===== src/sv/bfa_pkg.sv =====
`default_nettype none
package bfa_pkg;

    localparam int ENTRIES = 1024;
    localparam int WORD_W  = 32;
    localparam int WORDS   = (ENTRIES + WORD_W - 1) / WORD_W;
    localparam int WA_W    = (WORDS > 1) ? $clog2(WORDS) : 1;
    localparam int BIT_W   = $clog2(WORD_W);
    localparam int CNT_W   = $clog2(ENTRIES + 1);
    localparam int XW      = 17;

    localparam int OP_W   = 2;
    localparam int IDX_W  = 10;
    localparam int ST_W   = 2;
    localparam int OCNT_W = 11;

    localparam logic [OP_W-1:0] OP_ALLOC  = 2'd0;
    localparam logic [OP_W-1:0] OP_FREE   = 2'd1;
    localparam logic [OP_W-1:0] OP_FORMAT = 2'd2;

    localparam logic [ST_W-1:0] ST_OK           = 2'd0;
    localparam logic [ST_W-1:0] ST_FULL         = 2'd1;
    localparam logic [ST_W-1:0] ST_ALREADY_FREE = 2'd2;

    typedef logic [WORD_W-1:0] word_t;
    typedef logic [WA_W-1:0]   waddr_t;

    typedef struct packed {
        logic   rd_en;
        waddr_t rd_addr;
        logic   wr_en;
        waddr_t wr_addr;
        word_t  wr_data;
        logic   clear;
    } mem_req_t;

    // bits of a word that lie past the end of the map, treated as used
    function automatic word_t pad_mask(waddr_t w);
        word_t m;
        m = '0;
        for (int b = 0; b < WORD_W; b++) begin
            m[b] = ((int'(w) * WORD_W + b) >= ENTRIES);
        end
        return m;
    endfunction

    // lowest clear bit of a word
    function automatic logic [BIT_W-1:0] first_zero(word_t w);
        logic [BIT_W-1:0] r;
        r = '0;
        for (int i = WORD_W - 1; i >= 0; i--) begin
            if (!w[i]) begin
                r = BIT_W'(i);
            end
        end
        return r;
    endfunction

endpackage
`default_nettype wire


===== src/sv/bfa_map_store.sv =====
`default_nettype none
module bfa_map_store
    import bfa_pkg::*;
(
    input  wire logic     aclk,
    input  wire logic     aresetn,
    input  wire mem_req_t req,
    output word_t         rd_data
);

    word_t            mem [WORDS];
    logic [WORDS-1:0] valid_reg;
    word_t            rd_q_reg;
    logic             rd_valid_reg;
    logic             rd_zero_reg;

    always_ff @(posedge aclk) begin
        if (req.wr_en) begin
            mem[req.wr_addr] <= req.wr_data;
        end
        if (req.rd_en) begin
            rd_q_reg     <= mem[req.rd_addr];
            rd_valid_reg <= valid_reg[req.rd_addr];
            rd_zero_reg  <= (req.rd_addr == '0);
        end
    end

    // a row never written since reset or format reads as its reset value
    always_ff @(posedge aclk) begin
        if (!aresetn) begin
            valid_reg <= '0;
        end else if (req.clear) begin
            valid_reg <= '0;
        end else if (req.wr_en) begin
            valid_reg[req.wr_addr] <= 1'b1;
        end
    end

    assign rd_data = rd_valid_reg ? rd_q_reg : (rd_zero_reg ? word_t'(1) : '0);

endmodule
`default_nettype wire


===== src/sv/bfa_ctrl.sv =====
`default_nettype none
module bfa_ctrl
    import bfa_pkg::*;
(
    input  wire logic              aclk,
    input  wire logic              aresetn,
    input  wire logic              s_valid,
    output logic                   s_ready,
    input  wire logic [OP_W-1:0]   in_op,
    input  wire logic [IDX_W-1:0]  in_idx,
    output logic                   m_valid,
    input  wire logic              m_ready,
    output logic [ST_W-1:0]        out_status,
    output logic [IDX_W-1:0]       out_granted,
    output logic [OCNT_W-1:0]      out_count,
    output mem_req_t               mem_req,
    input  wire word_t             rd_data
);

    localparam logic [2:0] S_IDLE = 3'd0;
    localparam logic [2:0] S_SCAN = 3'd1;
    localparam logic [2:0] S_FRD  = 3'd2;
    localparam logic [2:0] S_FWR  = 3'd3;
    localparam logic [2:0] S_DONE = 3'd4;

    logic [2:0]        state_reg, state_next;
    logic [WA_W:0]     scan_reg, scan_next;
    logic              pend_reg, pend_next;
    waddr_t            chk_reg, chk_next;
    waddr_t            fword_reg, fword_next;
    logic [BIT_W-1:0]  fbit_reg, fbit_next;
    logic [CNT_W-1:0]  used_reg, used_next;
    logic [ST_W-1:0]   res_status_reg, res_status_next;
    logic [IDX_W-1:0]  res_granted_reg, res_granted_next;
    logic              m_valid_reg, m_valid_next;
    logic [ST_W-1:0]   m_status_reg, m_status_next;
    logic [IDX_W-1:0]  m_granted_reg, m_granted_next;
    logic [OCNT_W-1:0] m_count_reg, m_count_next;

    logic [XW-1:0]     idx_x;
    word_t             eff;
    logic [BIT_W-1:0]  zb;
    logic [XW-1:0]     gx;
    logic [XW-1:0]     cx;

    assign idx_x = XW'(in_idx);

    always_comb begin
        state_next       = state_reg;
        scan_next        = scan_reg;
        pend_next        = pend_reg;
        chk_next         = chk_reg;
        fword_next       = fword_reg;
        fbit_next        = fbit_reg;
        used_next        = used_reg;
        res_status_next  = res_status_reg;
        res_granted_next = res_granted_reg;
        m_valid_next     = m_valid_reg;
        m_status_next    = m_status_reg;
        m_granted_next   = m_granted_reg;
        m_count_next     = m_count_reg;
        mem_req          = '0;
        eff              = rd_data | pad_mask(chk_reg);
        zb               = first_zero(eff);
        gx               = (XW'(chk_reg) << BIT_W) | XW'(zb);
        cx               = XW'(used_reg);

        if (m_valid_reg && m_ready) begin
            m_valid_next = 1'b0;
        end

        unique case (state_reg)
            S_IDLE: begin
                if (s_valid) begin
                    res_status_next  = ST_OK;
                    res_granted_next = '0;
                    state_next       = S_DONE;
                    case (in_op)
                        OP_ALLOC: begin
                            if (used_reg == CNT_W'(ENTRIES)) begin
                                res_status_next = ST_FULL;
                            end else begin
                                scan_next  = '0;
                                pend_next  = 1'b0;
                                state_next = S_SCAN;
                            end
                        end
                        OP_FREE: begin
                            if (idx_x < XW'(ENTRIES)) begin
                                fword_next = idx_x[BIT_W +: WA_W];
                                fbit_next  = idx_x[BIT_W-1:0];
                                state_next = S_FRD;
                            end else begin
                                res_status_next = ST_ALREADY_FREE;
                            end
                        end
                        OP_FORMAT: begin
                            mem_req.clear = 1'b1;
                            used_next     = CNT_W'(1);
                        end
                        default: ;
                    endcase
                end
            end
            S_SCAN: begin
                // next word is read while the previous one is checked
                if (scan_reg < (WA_W+1)'(WORDS)) begin
                    mem_req.rd_en   = 1'b1;
                    mem_req.rd_addr = scan_reg[WA_W-1:0];
                end
                scan_next = scan_reg + 1'b1;
                pend_next = 1'b1;
                chk_next  = scan_reg[WA_W-1:0];
                if (pend_reg && !(&eff)) begin
                    mem_req.wr_en    = 1'b1;
                    mem_req.wr_addr  = chk_reg;
                    mem_req.wr_data  = rd_data | (word_t'(1) << zb);
                    used_next        = used_reg + 1'b1;
                    res_granted_next = gx[IDX_W-1:0];
                    state_next       = S_DONE;
                end
            end
            S_FRD: begin
                mem_req.rd_en   = 1'b1;
                mem_req.rd_addr = fword_reg;
                state_next      = S_FWR;
            end
            S_FWR: begin
                if (rd_data[fbit_reg]) begin
                    mem_req.wr_en   = 1'b1;
                    mem_req.wr_addr = fword_reg;
                    mem_req.wr_data = rd_data & ~(word_t'(1) << fbit_reg);
                    used_next       = used_reg - 1'b1;
                end else begin
                    res_status_next = ST_ALREADY_FREE;
                end
                state_next = S_DONE;
            end
            S_DONE: begin
                if (!m_valid_reg || m_ready) begin
                    m_valid_next   = 1'b1;
                    m_status_next  = res_status_reg;
                    m_granted_next = res_granted_reg;
                    m_count_next   = cx[OCNT_W-1:0];
                    state_next     = S_IDLE;
                end
            end
            default: begin
                state_next = S_IDLE;
            end
        endcase
    end

    always_ff @(posedge aclk) begin
        if (!aresetn) begin
            state_reg   <= S_IDLE;
            used_reg    <= CNT_W'(1);
            m_valid_reg <= 1'b0;
            pend_reg    <= 1'b0;
        end else begin
            state_reg   <= state_next;
            used_reg    <= used_next;
            m_valid_reg <= m_valid_next;
            pend_reg    <= pend_next;
        end
    end

    always_ff @(posedge aclk) begin
        scan_reg        <= scan_next;
        chk_reg         <= chk_next;
        fword_reg       <= fword_next;
        fbit_reg        <= fbit_next;
        res_status_reg  <= res_status_next;
        res_granted_reg <= res_granted_next;
        m_status_reg    <= m_status_next;
        m_granted_reg   <= m_granted_next;
        m_count_reg     <= m_count_next;
    end

    assign s_ready     = (state_reg == S_IDLE);
    assign m_valid     = m_valid_reg;
    assign out_status  = m_status_reg;
    assign out_granted = m_granted_reg;
    assign out_count   = m_count_reg;

endmodule
`default_nettype wire


===== src/sv/bitmap_first_free_allocator_core.sv =====
// channel   direction  tdata                                   tuser
// s_        in         [9:0] entry_index, [15:10] zero          [1:0] op
// m_        out        [9:0] granted_index, [20:10] used_count  [1:0] status
//
// one transaction at a time; format, full allocate and unused op go straight to the result,
// free reads the map word and then writes it back, and allocate reads the 32-bit map words
// of the map memory in order until the first word with a free entry and takes its lowest free bit
// reset clears the per-word valid bits at once; no clearing pass, ready right after reset
// a result waits in the output register while the next request runs; that request
// then holds in its final state until the output register empties
`default_nettype none
module bitmap_first_free_allocator_core
    import bfa_pkg::*;
(
    input  wire logic        aclk,
    input  wire logic        aresetn,
    input  wire logic        s_tvalid,
    output logic             s_tready,
    input  wire logic [15:0] s_tdata,  // [9:0] entry_index, [15:10] zero
    input  wire logic [1:0]  s_tuser,  // [1:0] op
    output logic             m_tvalid,
    input  wire logic        m_tready,
    output logic [23:0]      m_tdata,  // [9:0] granted_index, [20:10] used_count, [23:21] zero
    output logic [1:0]       m_tuser   // [1:0] status
);

    mem_req_t          mem_req;
    word_t             rd_data;
    logic [ST_W-1:0]   status;
    logic [IDX_W-1:0]  granted;
    logic [OCNT_W-1:0] count;

    bfa_map_store u_store (
        .aclk    (aclk),
        .aresetn (aresetn),
        .req     (mem_req),
        .rd_data (rd_data)
    );

    bfa_ctrl u_ctrl (
        .aclk        (aclk),
        .aresetn     (aresetn),
        .s_valid     (s_tvalid),
        .s_ready     (s_tready),
        .in_op       (s_tuser),
        .in_idx      (s_tdata[IDX_W-1:0]),
        .m_valid     (m_tvalid),
        .m_ready     (m_tready),
        .out_status  (status),
        .out_granted (granted),
        .out_count   (count),
        .mem_req     (mem_req),
        .rd_data     (rd_data)
    );

    assign m_tdata = {3'b000, count, granted};
    assign m_tuser = status;

endmodule
`default_nettype wire


===== config.mk =====
export PLATFORM = sky130hd
export DESIGN_NAME = bitmap_first_free_allocator_core
export DESIGN_NICKNAME = d
export VERILOG_FILES = /design/src/sv/bfa_pkg.sv /design/src/sv/bfa_map_store.sv /design/src/sv/bfa_ctrl.sv /design/src/sv/bitmap_first_free_allocator_core.sv
export SDC_FILE = /design/constraint.sdc
export NUM_CORES = 1
export LEC_CHECK = 0
export BUFFER_PORTS_ARGS = -buffer_cell sky130_fd_sc_hd__clkbuf_2
export CORE_ASPECT_RATIO = 0.7
export CORE_MARGIN = 2
export CORE_UTILIZATION = 32
export DETAILED_ROUTE_END_ITERATION = 10
export PLACE_DENSITY = 0.48
export SLEW_MARGIN = 25
export SYNTH_ARGS = -nofsm -noshare
export SYNTH_HDL_FRONTEND = slang
export SYNTH_HIERARCHICAL = 1
export SYNTH_SLANG_ARGS = --single-unit

===== constraint.sdc =====
create_clock -name aclk -period 4.65 [get_ports aclk]
set_clock_uncertainty 0.15 [all_clocks]
set_input_delay 0.6975 -clock aclk [delete_from_list [all_inputs] [get_ports aclk]]
set_output_delay 0.6975 -clock aclk [all_outputs]
set_load 0.01 [all_outputs]

After elaboration in Yosys (flattened, before gate mapping)
Memory sizes are Yosys's and may differ from the RTL's. A register that Yosys moved wholly into a read port is not among the register bits.
Index checks and enable logic that the tools add are counted.
Widths: inputs -> output; s select.
- memories kept: 1
- RAM bits: 1024
- flip-flop bits (word level): 106
- logic and storage cells: 216
- input bits: 22
- output and inout bits: 28
- memory list (name ; words ; bits a word ; read ports ; clocked after Yosys merged registers in ; wr ports ; line ; source):
    u_store.mem ; 32 ; 32 ; 1 ; 1 ; 1 ; bfa_map_store.sv:11 ; word_t mem [WORDS];
- add/sub/neg operators: 34
- muxes and demuxes: 82
- equality and inequality tests: 15
- shift-type cells: 2
- bitwise operators: 7
- reduce and logical (&&, ||, !) cells: 21
- magnitude comparators: 38
- operators with widths (cell ; number):
    $ge 32x12->1 const B ; 31
    $add 10x5->11 const B ; 16
    $mux 5 ; 32
    $or 32x32->32 ; 3
    $add 10x4->11 const B ; 8
    $mux 38 ; 2
    $pmux 38 s2 ; 1
    $shl 1x5->32 const A ; 2
    $add 10x3->11 const B ; 4
    $mux 11 ; 4
    $pmux 11 s3 ; 1
    $and 32x32->32 ; 1
    $mux 32 ; 1
    $not 32->32 ; 1
    $reduce_and 32->1 ; 1
    $mux 6 ; 4
    $pmux 6 s2 ; 2
    $add 10x2->11 const B ; 2
    $mux 10 ; 2
    $pmux 10 s2 ; 1
    $lt 5x6->1 const B ; 3
    $mux 1 ; 16
    $mux 3 ; 5
    $pmux 3 s5 ; 1
    other kinds (37) ; 55

Longest topological paths before layout
- depth in word-level cells: 44
- depth in mapped cells: 14
- mapped depth without buffers: 11

Hierarchy
Netlist, hierarchy kept.
- modules (own cells, without submodules) (module ; area an instance (um^2) ; instances ; cells an instance ; seq. area each (um^2)):
    bfa_map_store ; 41302.1 ; 1 ; 1878 ; 32411.1
    bfa_ctrl ; 4662.0 ; 1 ; 518 ; 2001.9
    bitmap_first_free_allocator_core ; 26.3 ; 1 ; 4 ; 0.0

Least setup slack after synthesis
OpenSTA, ideal clock, no wires.
- kind: register to register
- from: register u_store.rd_valid_reg
- to: memory u_store/mem[28][0] (netlist bit), enable pin
- data required time: 4.077 ns
- stages on the path, launching flop included: 13
- setup slack: -0.228 ns
- arrival time: 4.306 ns
- buffers on the path: 3
- period minus slack after synthesis: 4.878 ns
- library setup time: 0.423 ns
- cells stage by stage: edfxtp_1 > clkbuf_1 > and2_1 > nand4_2 > or4_4 > nand3b_1 > and2_1 > clkbuf_1 > nand2_1 > o21ai_0 > or3b_2 > clkbuf_1 > nor2_1
- RTL lines (what ; line ; source):
    start, declared ; bfa_map_store.sv:14 ; logic rd_valid_reg;
    start signal, assigned ; bfa_map_store.sv:23 ; rd_valid_reg <= valid_reg[req.rd_addr];
    end, declared ; bfa_map_store.sv:11 ;

==> results.py <==
metrics = {
    "run_status": {
        "status": "completed",
    },
    "hold_path": {
        "hp-start": "s_tdata[5]",
        "min_to": "u_ctrl/fword_reg[0]$_DFFE_PP_",
        "hold_depth": 1,
        "holdCritPathClass": "in -> reg",
    },
    "global_routing": {
        "antenna_found_initial": 8,
        "gr-total-overflow": 0,
        "grt_max_degree": 72,
        "grt_pass1_vias": 24370,
        "grt_pass1_wl_um": 184800,
        "track_usage": 0.1769,
    },
    "detailed_routing": {
        "first_pass_iters": 6,
        "wl_um": 131000,
        "routed-via-count": 24520,
        "drc": 0,
        "drt-initial-drc-count": 2775,
        "final_antenna_net_count": 0,
        "wire_per_inst_um": 28.54,
        "vias_per_cell": 5.344,
    },
    "yosys": {
        "synth_area_per_cell_um2": 19.16,
        "yosysSeqAreaShare": 0.7483,
        "async_flop_share": 0,
        "syn_area_mm2": 0.04599,
        "yosys_warnings": 6,
        "ys_types": 69,
        "ys_ff_latch": 1162,
        "synth_ff_type": "edfxtp_1",
        "synth-edff-count": 1114,
        "syn_inst": 2400,
    },
    "placed_design": {
        "dp_hpwl_um": 81520,
        "place_area_mm2": 0.05049,
        "dp_cells": 4380,
        "place.gp.congestion": 0.8680,
        "portBuffers": 40,
    },
    "layout": {
        "fill_cells": 13060,
        "diodes": 0,
        "fin_nets": 2642,
        "final_cells": 4589,
        "fin_area_mm2": 0.05406,
        "largest_reg_flops": 1024,
        "layout_common_cells": "edfxtp_1, mux4_2, mux2i_1",
        "syn_to_final_growth_pct": 17.54,
        "drive_above_1_share": 0.2536,
        "final_common_cell": "edfxtp_1",
    },
    "sta": {
        "worstMarginPinSlew_ps": 1109,
        "hold_viol": 0,
        "slew_violations": 0,
        "period_needed_ps": 4476,
        "fin_setup_tns_ps": 0,
        "grt_setup_unrepaired": "no",
        "finalSetupViolCount": 0,
        "fmax_mhz": 223.4,
        "fin_crit_sh": 0.9625,
        "whs_ps": 50.04,
        "slew_headroom": 0.2607,
    },
    "pwr": {
        "pwr_density_cell_mw_per_mm2": 393.4,
        "ir_worst_vdd_v": 0.0003191,
        "leakagePower_nw": 14.39,
    },
    "clock_tree": {
        "htreeDepth": 3,
        "cts_tree": "yes",
        "clk_latency_ps": 740,
        "numCtsBuffers": 112,
        "numClockSinks": 1162,
        "cts_setup_buffers": 0,
        "post_cts_resize_count": 0,
        "clk_path_buf_depth": 3,
        "root_buffer": "clkbuf_16",
        "cts_hold_buf": 2,
        "clkTransAtPathRegs_ps": 60,
    },
    "critical_path": {
        "rr_endpoint": "u_store/mem[20][24]$_DFFE_PP_",
        "required_ps": 4870,
        "path_class": "reg -> reg",
        "r2r_slack_ps": 170,
        "setup.worst_path.end_class": "flip-flop",
        "rr_startpoint": "u_store/rd_valid_reg$_DFFE_PP_",
        "reg2reg_depth": 11,
        "start_kind": "flip-flop",
        "cp_max_fo": 15,
        "arrival_ps": 4700,
    },
    "floorplan": {
        "rows": 116,
        "start_util": 0.3220,
        "ios": 50,
        "dieArea_mm2": 0.1468,
        "die_w_um": 457.1,
        "fp.coreArea_mm2": 0.1428,
        "die_h_um": 321.2,
    },
    "run": {
        "cap_violations": 0,
    },
}
## where the power goes
| part | switching, mW | internal, mW |
|---|---|---|
| Sequential | 0.0398 | 11.4 |
| Clock | 3.94 | 4.85 |
| Combinational | 0.670 | 0.362 |
| Total | 4.65 | 16.6 |
## cells by family after synthesis
kind of cell / count (synthesis) / synth area share
AND/OR/NAND/NOR: 284 / 0.03278
flip-flops: 1162 / 0.7483
XOR/XNOR: 11 / 0.002095
adder cells (fa/ha/maj): 11 / 0.003156
multiplexers: 339 / 0.1299
other: 1 / 0.00008154
AO/OA/AOI/OAI: 425 / 0.06399
buffers and inverters: 167 / 0.01970
## final cells by class
class	count	area, um^2	area share
clock buffer	149	3024	0.05595
clock inverter	57	491.7	0.009097
inverter	29	108.9	0.002014
multi-input combinational	1073	11120	0.2057
sequential	1162	34410	0.6366
tap	1888	2362	0.04370
timing repair buffer	231	2535	0.04689
## metal layers
| metal | global-route usage | vias to the layer above | wire, um |
|---|---|---|---|
| li1 | - | 10370 | - |
| met1 | 0.2768 | 13100 | 63870 |
| met2 | 0.2548 | 894 | 55810 |
| met3 | 0.03205 | 152 | 9017 |
| met4 | 0.03664 | 2 | 2259 |
| met5 | 0 | - | 17 |
## worst max-delay path: stages (launching register included)
cell	delay (ps)
edfxtp_1	500
mux2_2	380
nand4_2	210
or4_4	630
nand3b_1	280
and2_1	300
nand2_1	100
o21ai_0	150
buf_4	200
or3b_2	720
nor2_4	270
buf_12	230
## cells in the mapped netlist (all sizes together) (23+ instances only)
library cell | count | area share
and2 | 39 | 0.0053
edfxtp | 1114 | 0.73
a22oi | 82 | 0.013
mux4 | 206 | 0.10
o221ai | 35 | 0.0067
clkbuf | 69 | 0.0058
o21a | 33 | 0.0054
mux2i | 132 | 0.029
o21ai | 54 | 0.0059
buf | 69 | 0.012
nor2 | 74 | 0.0062
a21oi | 102 | 0.011
nand2 | 47 | 0.0039
o22ai | 35 | 0.0048
dfxtp | 48 | 0.021
inv | 29 | 0.0024
nand3 | 26 | 0.0028
a211oi | 23 | 0.0038
## through the flow
step	util	power, mW	setup slack [ps]
CTS	0.3783	21.50	223.8
global route	0.3785	21.97	6.430
global placement	0.3535	12.68	240.5
finish	0.3785	21.27	174.3
detailed placement	0.3535	12.69	199.3
floorplan	-	12.24	-228.4
## how the worst max path moves through the flow
| stage | from | to | depth (start not counted) |
|---|---|---|---|
| 2_1_floorplan | u_store/rd_valid_reg$_DFFE_PP_ | u_store/mem[28][0]$_DFFE_PP_ | 12 |
| 3_3_place_gp | u_store/rd_valid_reg$_DFFE_PP_ | u_store/mem[12][22]$_DFFE_PP_ | 12 |
| 3_5_place_dp | u_store/rd_valid_reg$_DFFE_PP_ | u_store/mem[12][22]$_DFFE_PP_ | 12 |
| 4_1_cts | u_store/rd_valid_reg$_DFFE_PP_ | u_store/mem[20][24]$_DFFE_PP_ | 12 |
| 5_1_grt | u_store/rd_valid_reg$_DFFE_PP_ | u_store/mem[20][19]$_DFFE_PP_ | 12 |
| 6_report | u_store/rd_valid_reg$_DFFE_PP_ | u_store/mem[20][24]$_DFFE_PP_ | 11 |
(Power assumes the default switching activity.)
